File: config.mk
export PLATFORM = sky130hd
export DESIGN_NAME = lpht_ram
export DESIGN_NICKNAME = d
export VERILOG_FILES = /design/src/design/lpht_ram.sv
export SDC_FILE = /design/constraint.sdc
export NUM_CORES = 1
export LEC_CHECK = 0
export BUFFER_PORTS_ARGS = -buffer_cell sky130_fd_sc_hd__buf_2
export CAP_MARGIN = 10
export CORE_MARGIN = 2
export CORE_UTILIZATION = 50
export DETAILED_ROUTE_END_ITERATION = 8
export PLACE_DENSITY = 0.66
export SYNTH_ARGS = -nofsm -noshare
export SYNTH_HDL_FRONTEND = slang
export SYNTH_SLANG_ARGS = --single-unit
export TNS_END_PERCENT = 50
File: constraint.sdc
create_clock -name i_clk -period 2.8 [get_ports i_clk]
set_input_delay 0.42 -clock i_clk [delete_from_list [all_inputs] [get_ports i_clk]]
set_output_delay 0.42 -clock i_clk [all_outputs]
set_load 0.01 [all_outputs]
File: src/design/lpht_ram.sv
// Generic simple dual-port RAM with registered read.
`default_nettype none
module lpht_ram #(
    parameter int WIDTH = 8,
    parameter int DEPTH = 64,
    localparam int AW   = $clog2(DEPTH)
) (
    input  wire logic             i_clk,
    input  wire logic             i_we,
    input  wire logic [AW-1:0]    i_waddr,
    input  wire logic [WIDTH-1:0] i_wdata,
    input  wire logic             i_re,
    input  wire logic [AW-1:0]    i_raddr,
    output logic      [WIDTH-1:0] o_rdata
);

    logic [WIDTH-1:0] r_mem [DEPTH];
    logic [WIDTH-1:0] r_rdata;

    // Write port and registered read port
    always_ff @(posedge i_clk) begin
        if (i_we) begin
            r_mem[i_waddr] <= i_wdata;
        end
        if (i_re) begin
            r_rdata <= r_mem[i_raddr];
        end
    end

    assign o_rdata = r_rdata;

endmodule
`default_nettype wire

==> out/qor.yml, run 1 <==
status:
  status: "completed"
synth:
  synth_area_sq_um: 20200
  synth_top_area_cell: "edfxtp_1"
  synth_edf_count: 520
  netlist.area_leader.share_pct: 77.1
  syn-mean-instance-area_sq_um: 21.5
  post_synth_main_area_contributors: "edfxtp_1 (77%), mux4_2 (14%), nor2_1 (1.5%)"
  synth_seq_cells: 520
  ys.flop_type: "edfxtp_1"
  synth_cells: 940
  yosysWarnings: 0
  async_flop_share_pct: 0
  syn-num-nets: 963
  ys_types: 39
  yosysSeqAreaShare_pct: 77.1
power_and_ir_drop:
  p_total_w: 0.0162
  powerDensity_nw_per_um2: 692
  ir_drop_v: 0.000386
  power.leakage_nw: 7.54
cells_and_area:
  fin_area_sq_um: 23400
  layout-drive-gt1-share_pct: 32.2
  nets: 1113
  area_delta_synth_final_pct: 15.5
cts:
  cts.repair.resized: 0
  clkTransAtPathRegs_ns: 0.06
  clock_sinks: 520
  cts_tree: "done"
  cts_hold_buffers: 0
  clk_latency_ns: 0.58
  cts_setup_buffers: 0
  h-tree-depth: 2
  root_buffer: "clkbuf_16"
  clock_path_buffers: 3
  cts_made_buffers: 51
floorplanning:
  die_h_um: 205
  die_area_sq_um: 42100
  start_util_pct: 50.8
  die_x_um: 205
  pin_count: 31
  core_area_sq_um: 39800
  rows: 73
drt:
  antenna_left: 0
  via_count: 9997
  drt_wl_total_mm: 45.0
  drcViolationCount: 0
  detail_route.first_pass.iterations: 5
  wl_per_cell_um: 27.2
  routed_via_density: 6.03
  first_iter_violations: 1232
grt:
  first_global_vias: 10064
  grt-ovfl-total: 0
  grt_max_degree: 65
  grt_pass1_wl_mm: 66.5
  antenna_found_initial: 1
  grt.total_usage_pct: 22.1
placed_design:
  place_ws_ns: 0.0636
  gp_congestion: 0.834
  portBuffers: 30
  dp_hpwl_mm: 29.2
  place_area_sq_um: 21700
setup_path:
  required_ns: 3.12
  path_max_fanout: 13
  cp-start-kind: "input pin"
  end_kind: "register"
  critPathKind: "in -> reg"
  critPathArrivalTime_ns: 2.50
sta:
  fin_ws_ns: 0.618
  rsz0062_at_grt: "false"
  finalClockSkew_ns: 0.0204
  max_freq_mhz: 458
  finalSetupTns_ns: 0
  min_period_ns: 2.18
  slew_viol_final: 0
  slew_headroom_pct: 38.2
  hold_viol: 0
  finalSetupViolations: 0
  worstMarginPinSlew_ns: 0.927
  fin_crit_sh_pct: 77.9
job:
  maxCapViolCount: 0
hold_path:
  hold_path_class: "in -> reg"
-- cell type report --
class | instances | area [sq um]
diodes | 2 | 5.00
multi-input cells | 369 | 4320
clock inverters | 35 | 297
clock buffers | 58 | 1350
repair buffers | 148 | 1150
fillers | 2910 | 16400
flip-flops and latches | 520 | 15600
well taps | 525 | 657
-- kinds of logic after synthesis --
logic type             synth area share [%]
AOI/OAI and AO/OA                      2.06
muxes                                  15.9
and+or+nand+nor                        3.37
DFF                                    77.1
buffers and inverters                  1.56
-- metal layers --
metal | vias to the layer above | track usage [%] | routed length, um
met3 | 63 | 3.63 | 3480
met4 | 0 | 6.24 | 968
li1 | 4238 | - | -
met5 | - | 0 | 0
met2 | 436 | 34.9 | 21800
met1 | 5260 | 32.3 | 18700
-- report_power, final --
group | switching [W] | internal, W | leakage (nW) | total [W]
clock | 0.00280 | 0.00389 | 0.809 | 0.00670
sequential | 0.0000232 | 0.00863 | 4.69 | 0.00866
combinational | 0.000499 | 0.000339 | 2.05 | 0.000838
total | 0.00333 | 0.0129 | 7.54 | 0.0162
-- per-stage QoR --
step           utilization, %  hold WS (ns)  instances
2_1_floorplan               -         0.519        940
3_3_place_gp             54.6         0.816       1562
3_5_place_dp             54.6         0.813       1562
4_1_cts                  58.7         0.215       1655
5_1_grt                  58.7         0.226       1656
6_report                 58.7         0.239       1657
-- worst max-delay path: stages --
cell	delay [ns]
clkbuf_8	0.23
buf_12	0.20
buf_4	0.26
mux4_2	0.55
mux2i_1	0.20
o2111ai_1	0.31
nand2_1	0.22
o2bb2ai_1	0.08
-- cells in the final DEF (no fill, tap or decap), drive strengths merged, types with 14 or more instances in the layout --
master,netlist,layout
edfxtp,520,520
buf,34,147
mux4,126,126
nor2,83,83
clkbuf,17,59
clkinv,0,28
mux2i,23,23
nand2,19,19
nor2b,14,14
-- path summary, 6_finish.rpt --
check             slack (ns)  cells after the start                   start                   end
hold / removal          0.24                      1                    i_re  o_rdata[4]$_DFFE_PP_
setup reg to reg        0.63                      5  r_mem[21][4]$_DFFE_PP_  o_rdata[4]$_DFFE_PP_
hold reg to reg         0.94                      4  r_mem[18][0]$_DFFE_PP_  o_rdata[0]$_DFFE_PP_
setup / recovery        0.62                      8              i_raddr[0]  o_rdata[2]$_DFFE_PP_
-- state kept, by name, summed over array words and instances (netlist names) --
name and flops:
o_rdata 8, r_mem 512
-- synth_stat cells (all sizes together), types with 3 or more instances --
| cell | n |
|---|---|
| edfxtp | 520 |
| mux4 | 126 |
| nor2 | 83 |
| buf | 34 |
| mux2i | 23 |
| nand2 | 19 |
| clkbuf | 17 |
| nor2b | 14 |
| mux2 | 13 |
| nand3 | 13 |
| o221ai | 8 |
| o22ai | 8 |
| nand2b | 7 |
| nor3 | 7 |
| a221oi | 6 |
| a211oi | 4 |
| o21ai | 4 |
| a21oi | 3 |
| a22oi | 3 |
| nand3b | 3 |
| o2111ai | 3 |
| o2bb2ai | 3 |
(Power assumes the default switching activity.)
==> inputs of run 2 (changes only) <==
- ABC_AREA: default -> 1
- PLACE_DENSITY: 0.66 -> 0.68
- clock period: 2.8 -> 1.87 ns (I/O delays scaled with it)
==> run 2 against run 1 <==
Sequential share of layout area shrank 2.7 points. Die area grew 5.7%. Synthesized cell count grew 92%. Largest power group unchanged.
==> out/qor.yml, run 2 <==
status:
  status: "completed"
floorplanning:
  core_area_sq_um: 42100  # +5.8%
  die_x_um: 211  # +2.8%
  rows: 75  # +2.7%
  pin_count: 31  # unchanged
  die_area_sq_um: 44500  # +5.7%
  start_util_pct: 50.8  # about the same
  die_h_um: 211  # +2.8%
drt:
  wl_met3_mm: 4.86  # +40%
  wl_per_cell_um: 21.6  # -21%
  detail_route.first_pass.iterations: 6  # +1
  antenna_left: 0  # unchanged
  wl_met2_mm: 25.1  # +15%
  top_layer: "met5"
  via_count: 14242  # +42%
  drcViolationCount: 0  # unchanged
  m1WireLength_mm: 22.3  # +19%
  first_iter_violations: 1675  # +36%
  drt_wl_total_mm: 53.8  # +19%
  routed_via_density: 5.71  # -5.3%
grt:
  grt_max_degree: 85  # +31%
  antenna_found_initial: 4  # +3
  grt.total_usage_pct: 24.6  # +2.5 points
  grt-ovfl-total: 0  # unchanged
  grt_pass1_wl_mm: 81.6  # +23%
  first_global_vias: 13602  # +35%
sta:
  slew_viol_final: 0  # unchanged
  slew_headroom_pct: 46.1  # +7.9 points
  fin_ws_ns: 0.300  # -0.319 ns
  finalClockSkew_ns: 0.0163  # -0.00404 ns
  finalSetupViolations: 0  # unchanged
  fin_crit_sh_pct: 84.0
  worstMarginPinSlew_ns: 0.809  # -0.118 ns
  fin_hold_ws_ns: 0.0626  # -0.177 ns
  finalSetupTns_ns: 0  # unchanged
  hold_viol: 0  # unchanged
  rsz0062_at_grt: "false"
  min_period_ns: 1.57
  max_freq_mhz: 637
cts:
  cts_hold_buffers: 0  # unchanged
  h-tree-depth: 2  # unchanged
  cts_made_buffers: 52  # +2.0%
  clock_path_buffers: 3  # unchanged
  root_buffer: "clkbuf_16"
  clock_sinks: 520  # unchanged
  cts_tree: "done"
  clkTransAtPathRegs_ns: 0.06  # about the same
  clk_latency_ns: 0.60  # +0.02 ns
  cts_setup_buffers: 0  # unchanged
  cts.repair.resized: 0  # unchanged
synth:
  syn-mean-instance-area_sq_um: 11.9  # -45%
  synth_seq_cells: 520  # unchanged
  synth_area_sq_um: 21400  # +5.8%
  synth_common_cells: "nand2_1 (648), edfxtp_1 (520), nand3_1 (439), nor2_1 (56), buf_2 (37)"
  yosysSeqAreaShare_pct: 72.9  # -4.2 points
  netlist.area_leader.share_pct: 72.9  # -4.2 points
  yosysWarnings: 0  # unchanged
  synth_most_common_cell: "nand2_1"
  synth_edf_count: 520  # unchanged
  async_flop_share_pct: 0  # unchanged
  synth_cells: 1805  # +92%
  synth_top_area_cell: "edfxtp_1"
  ys.flop_type: "edfxtp_1"
  syn-num-nets: 1828  # +90%
  post_synth_main_area_contributors: "edfxtp_1 (73%), nand2_1 (11%), nand3_1 (10%)"
  ys_types: 15  # -62%
power_and_ir_drop:
  p_seq_share_pct: 53.1  # -0.4 points
  comb_power_share_pct: 6.6  # +1.4 points
  powerDensity_nw_per_um2: 1000  # +45%
  sw_frac_of_total_pct: 22.3  # +1.8 points
  p_total_w: 0.0244  # +51%
  ir_drop_v: 0.000661  # +71%
  power.switching_w: 0.00544  # +64%
  p_clk_share_pct: 40.3  # -1.1 points
  internal-power_w: 0.0190  # +48%
  power.leakage_nw: 8.96  # +19%
cells_and_area:
  nets: 1937  # +74%
  final_common_cell: "nand2_1"
  layout-drive-gt1-share_pct: 12.3  # -20 points
  final_cell_mix: "nand2_1 (648), edfxtp_1 (520), nand3_1 (439), buf_4 (115), nor2_1 (56)"
  largest_register_ffs: 512  # unchanged
  layout.cells.non_filler: 2493  # +50%
  area_delta_synth_final_pct: 13.8
  regMostFlops: "r_mem"
placed_design:
  place_ws_ns: -0.0980  # -0.162 ns
  portBuffers: 30  # unchanged
  gp_congestion: 0.884  # +6.0%
  dp_hpwl_mm: 32.3  # +11%
  placed_cells: 2399  # +54%
setup_path:
  critPathBufInv: 1  # -2
  end_kind: "output pin"
  required_ns: 1.59  # -1.53 ns
  cp-start-kind: "register"
  critPathTopFamily: "flip-flops"
  path_max_fanout: 1  # -12
  cpMaxStageDelayCell: "edfxtp_1"
  critPathKind: "reg -> out"
  critPathArrivalTime_ns: 1.29  # -1.21 ns
  slowest_delay_ns: 0.49  # -0.06 ns
  crit_chain: "buf_2"
hold_path:
  hold_path_class: "in -> reg"
job:
  maxCapViolCount: 0  # unchanged
## run 2: cells by family after synthesis
kind of cell / share of synthesized area [%]
flip-flops: 72.9
buffers and inverters: 4.01
AND/OR/NAND/NOR: 23.1
## run 2: final cells by class
type                            instances  area [sq um]
Tap cell                              539           674
Timing Repair Buffer                  168          1500
Antenna cell                            3          7.51
Fill cell                            3344         17800
Inverter                               12          52.6
Clock buffer                           66          1380
Sequential cell                       520         15600
Multi-Input combinational cell       1160          4950
Clock inverter                         25           199
## run 2: power groups by stage
stage	clock, W	sequential [W]	combinational [W]
3_3_place_gp	0	0.0132	0.00158
4_1_cts	0.00996	0.0130	0.00161
3_5_place_dp	0	0.0132	0.00161
6_report	0.00984	0.0130	0.00162
5_1_grt	0.0104	0.0130	0.00176
2_1_floorplan	0	0.0132	0.000907
## run 2: metrics by stage
stage                     utilization (%)  cell area [sq um]
final                                57.8              24400
after global routing                 57.8              24400
after CTS                            57.8              24400
after detailed placement             54.1              22800
after global placement               54.1              22800
after floorplan                         -              21400
## run 2: final timing paths
kind	from	endpoint	slack [ns]	cells after the start
setup reg to reg	r_mem[45][0]$_DFFE_PP_	o_rdata[0]$_DFFE_PP_	0.46	8
setup / recovery	o_rdata[0]$_DFFE_PP_	o_rdata[0]	0.30	1
hold reg to reg	r_mem[8][2]$_DFFE_PP_	o_rdata[2]$_DFFE_PP_	0.89	8
hold / removal	i_re	o_rdata[4]$_DFFE_PP_	0.06	1
## run 2: metal layers
layer | vias to the layer above | GRT usage, %
li1 | 6570 | -
met1 | 6918 | 34.6
met2 | 643 | 38.2
met3 | 107 | 5.68
met4 | 4 | 8.06
met5 | - | 0
==> inputs of run 3 (changes only) <==
- PLACE_DENSITY: 0.68 -> 0.66
- clock period: 1.87 -> 1.5 ns (I/O delays scaled with it)
==> run 3 against run 2 <==
Hold slack lost 0.017 ns. Worst setup slack lost 0.30 ns. Clock power grew 30%. Sequential share of layout area shrank 1.8 points. Largest power group unchanged. Via count grew 0.47%. Clock skew shrank 0.0092 ns.
==> out/qor.yml, run 3 (same netlist as run 2, synthesis figures left out) <==
status:
  status: "completed"
sta:
  worstMarginPinSlew_ns: 0.769  # -0.0398 ns
  max_freq_mhz: 668
  fin_crit_sh_pct: 99.8
  slew_headroom_pct: 48.5  # +2.5 points
  slew_viol_final: 0  # unchanged
  finalSetupViolations: 0  # unchanged
  finalClockSkew_ns: 0.00716  # -0.00916 ns
  rsz0062_at_grt: "true"
  finalSetupTns_ns: 0  # unchanged
  hold_viol: 0  # unchanged
  min_period_ns: 1.50
power_and_ir_drop:
  comb_power_share_pct: 7.1  # +0.5 points
  powerDensity_nw_per_um2: 1240  # +24%
  p_seq_share_pct: 51.9  # -1.2 points
  p_total_w: 0.0311  # +27%
  power.switching_w: 0.00683  # +25%
  ir_drop_v: 0.000672  # +1.6%
  power.leakage_nw: 9.21  # +2.7%
  internal-power_w: 0.0243  # +28%
  p_clk_share_pct: 41.0  # +0.7 points
  sw_frac_of_total_pct: 21.9  # -0.37 points
cells_and_area:
  final_common_cell: "nand2_1"
  regMostFlops: "r_mem"
  area_delta_synth_final_pct: 17.1
  final_cell_mix: "nand2_1 (648), edfxtp_1 (520), nand3_1 (431), buf_4 (124), clkbuf_16 (53)"
  largest_register_ffs: 512  # unchanged
  layout-drive-gt1-share_pct: 15.4  # +3.1 points
  nFillCells: 3333  # -0.33%
  layout.cells.non_filler: 2523  # +1.2%
  nets: 1962  # +1.3%
cts:
  h-tree-depth: 2  # unchanged
  cts_made_buffers: 51  # -1.9%
  root_buffer: "clkbuf_16"
  clock_sinks: 520  # unchanged
  clock_path_buffers: 3  # unchanged
  clkTransAtPathRegs_ns: 0.06  # about the same
  cts_setup_buffers: 0  # unchanged
  clk_latency_ns: 0.59  # about the same
  cts_tree: "done"
hold_path:
  hold-path-cell-count: 1  # unchanged
  min_to: "o_rdata[4]$_DFFE_PP_"
  hold_path_class: "in -> reg"
  holdCritStartpoint: "i_re"
setup_path:
  critPathBufInv: 1  # unchanged
  ff2ff_setup_slack_ns: 0.06  # -0.40 ns
  path_depth: 1  # unchanged
  rr_worst_depth: 8  # unchanged
  slowest_delay_ns: 0.50  # about the same
  required_ns: 1.27  # -0.32 ns
  end_kind: "output pin"
  rr_startpoint: "r_mem[3][2]$_DFFE_PP_"
  crit_chain: "buf_2"
  critPathTopFamily: "flip-flops"
  rr_endpoint: "o_rdata[2]$_DFFE_PP_"
  cp-start-kind: "register"
  path_max_fanout: 1  # unchanged
  critPathArrivalTime_ns: 1.27  # -0.02 ns
  cpMaxStageDelayCell: "edfxtp_1"
  critPathKind: "reg -> out"
placed_design:
  gp_congestion: 0.885  # +0.10%
  placed_cells: 2425  # +1.1%
  dp_hpwl_mm: 33.2  # +2.7%
  portBuffers: 30  # unchanged
drt:
  drt_wl_total_mm: 54.2  # +0.77%
  routed_via_density: 5.67  # -0.72%
  wl_per_cell_um: 21.5  # -0.42%
  detail_route.first_pass.iterations: 5  # -1
  via_count: 14309  # +0.47%
  antenna_left: 0  # unchanged
  drcViolationCount: 0  # unchanged
  first_iter_violations: 1759  # +5.0%
grt:
  antenna_found_initial: 1  # -3
  first_global_vias: 13794  # +1.4%
  grt.total_usage_pct: 24.8  # +0.29 points
  grt_pass1_wl_mm: 82.4  # +1.0%
  grt_max_degree: 65  # -24%
  grt-ovfl-total: 0  # unchanged
floorplanning:
  pin_count: 31  # unchanged
  die_x_um: 211  # unchanged
  die_area_sq_um: 44500  # unchanged
  rows: 75  # unchanged
  die_h_um: 211  # unchanged
  start_util_pct: 50.8  # unchanged
  core_area_sq_um: 42100  # unchanged
job:
  maxCapViolCount: 0  # unchanged
[run 3: timing repair]
action | CTS | global route
endpoints found under the setup margin | 1 | 9
pin swaps | 0 | 0
hold buffers | 0 | 0
gates resized for setup | 0 | 8
[run 3: per-stage QoR]
step | instance area [sq um] | hold WS [ns] | setup slack, ns | utilization [%]
2_1_floorplan | 21700 | 0.324 | -0.278 | -
3_3_place_gp | 23400 | 0.630 | -0.381 | 55.4
3_5_place_dp | 23400 | 0.633 | -0.387 | 55.4
4_1_cts | 25000 | 0.0191 | -0.00448 | 59.4
5_1_grt | 25100 | 0.0225 | -0.0227 | 59.5
6_report | 25100 | 0.0458 | 0.00307 | 59.5
[run 3: area by class of cell]
class,instances,area (sq um),area share [%]
inverters,12,71.3,0.284
flip-flops and latches,520,15600,62.3
well taps,539,674,2.69
multi-input cells,1160,5140,20.5
clock buffers,66,1380,5.48
diodes,3,7.51,0.0299
repair buffers,194,1900,7.59
clock inverters,29,290,1.16
[run 3: routing by layer]
metal | global-route usage (%) | vias up | share of wire (%)
met5 | 0 | - | 0
met1 | 35.9 | 6944 | 43
met3 | 5.25 | 81 | 8.8
met4 | 6.53 | 0 | 2.0
met2 | 38.7 | 647 | 46
li1 | - | 6637 | -
[run 3: worst max path at each step]
stage	to	slack [ns]	startpoint
finish	o_rdata[7]	0.003	o_rdata[7]$_DFFE_PP_
floorplan	r_mem[48][0]$_DFFE_PP_	-0.28	i_we
global placement	o_rdata[2]$_DFFE_PP_	-0.38	i_raddr[0]
global route	o_rdata[7]	-0.02	o_rdata[7]$_DFFE_PP_
CTS	o_rdata[7]	-0.004	o_rdata[7]$_DFFE_PP_
detailed placement	o_rdata[2]$_DFFE_PP_	-0.39	i_raddr[0]
[run 3: power groups by stage]
stage | Clock (W) | Sequential [W] | Combinational [W]
5_1_grt | 0.0135 | 0.0162 | 0.00239
6_report | 0.0128 | 0.0162 | 0.00220
4_1_cts | 0.0129 | 0.0162 | 0.00218
3_5_place_dp | 0 | 0.0165 | 0.00217
3_3_place_gp | 0 | 0.0165 | 0.00214
2_1_floorplan | 0 | 0.0165 | 0.00118
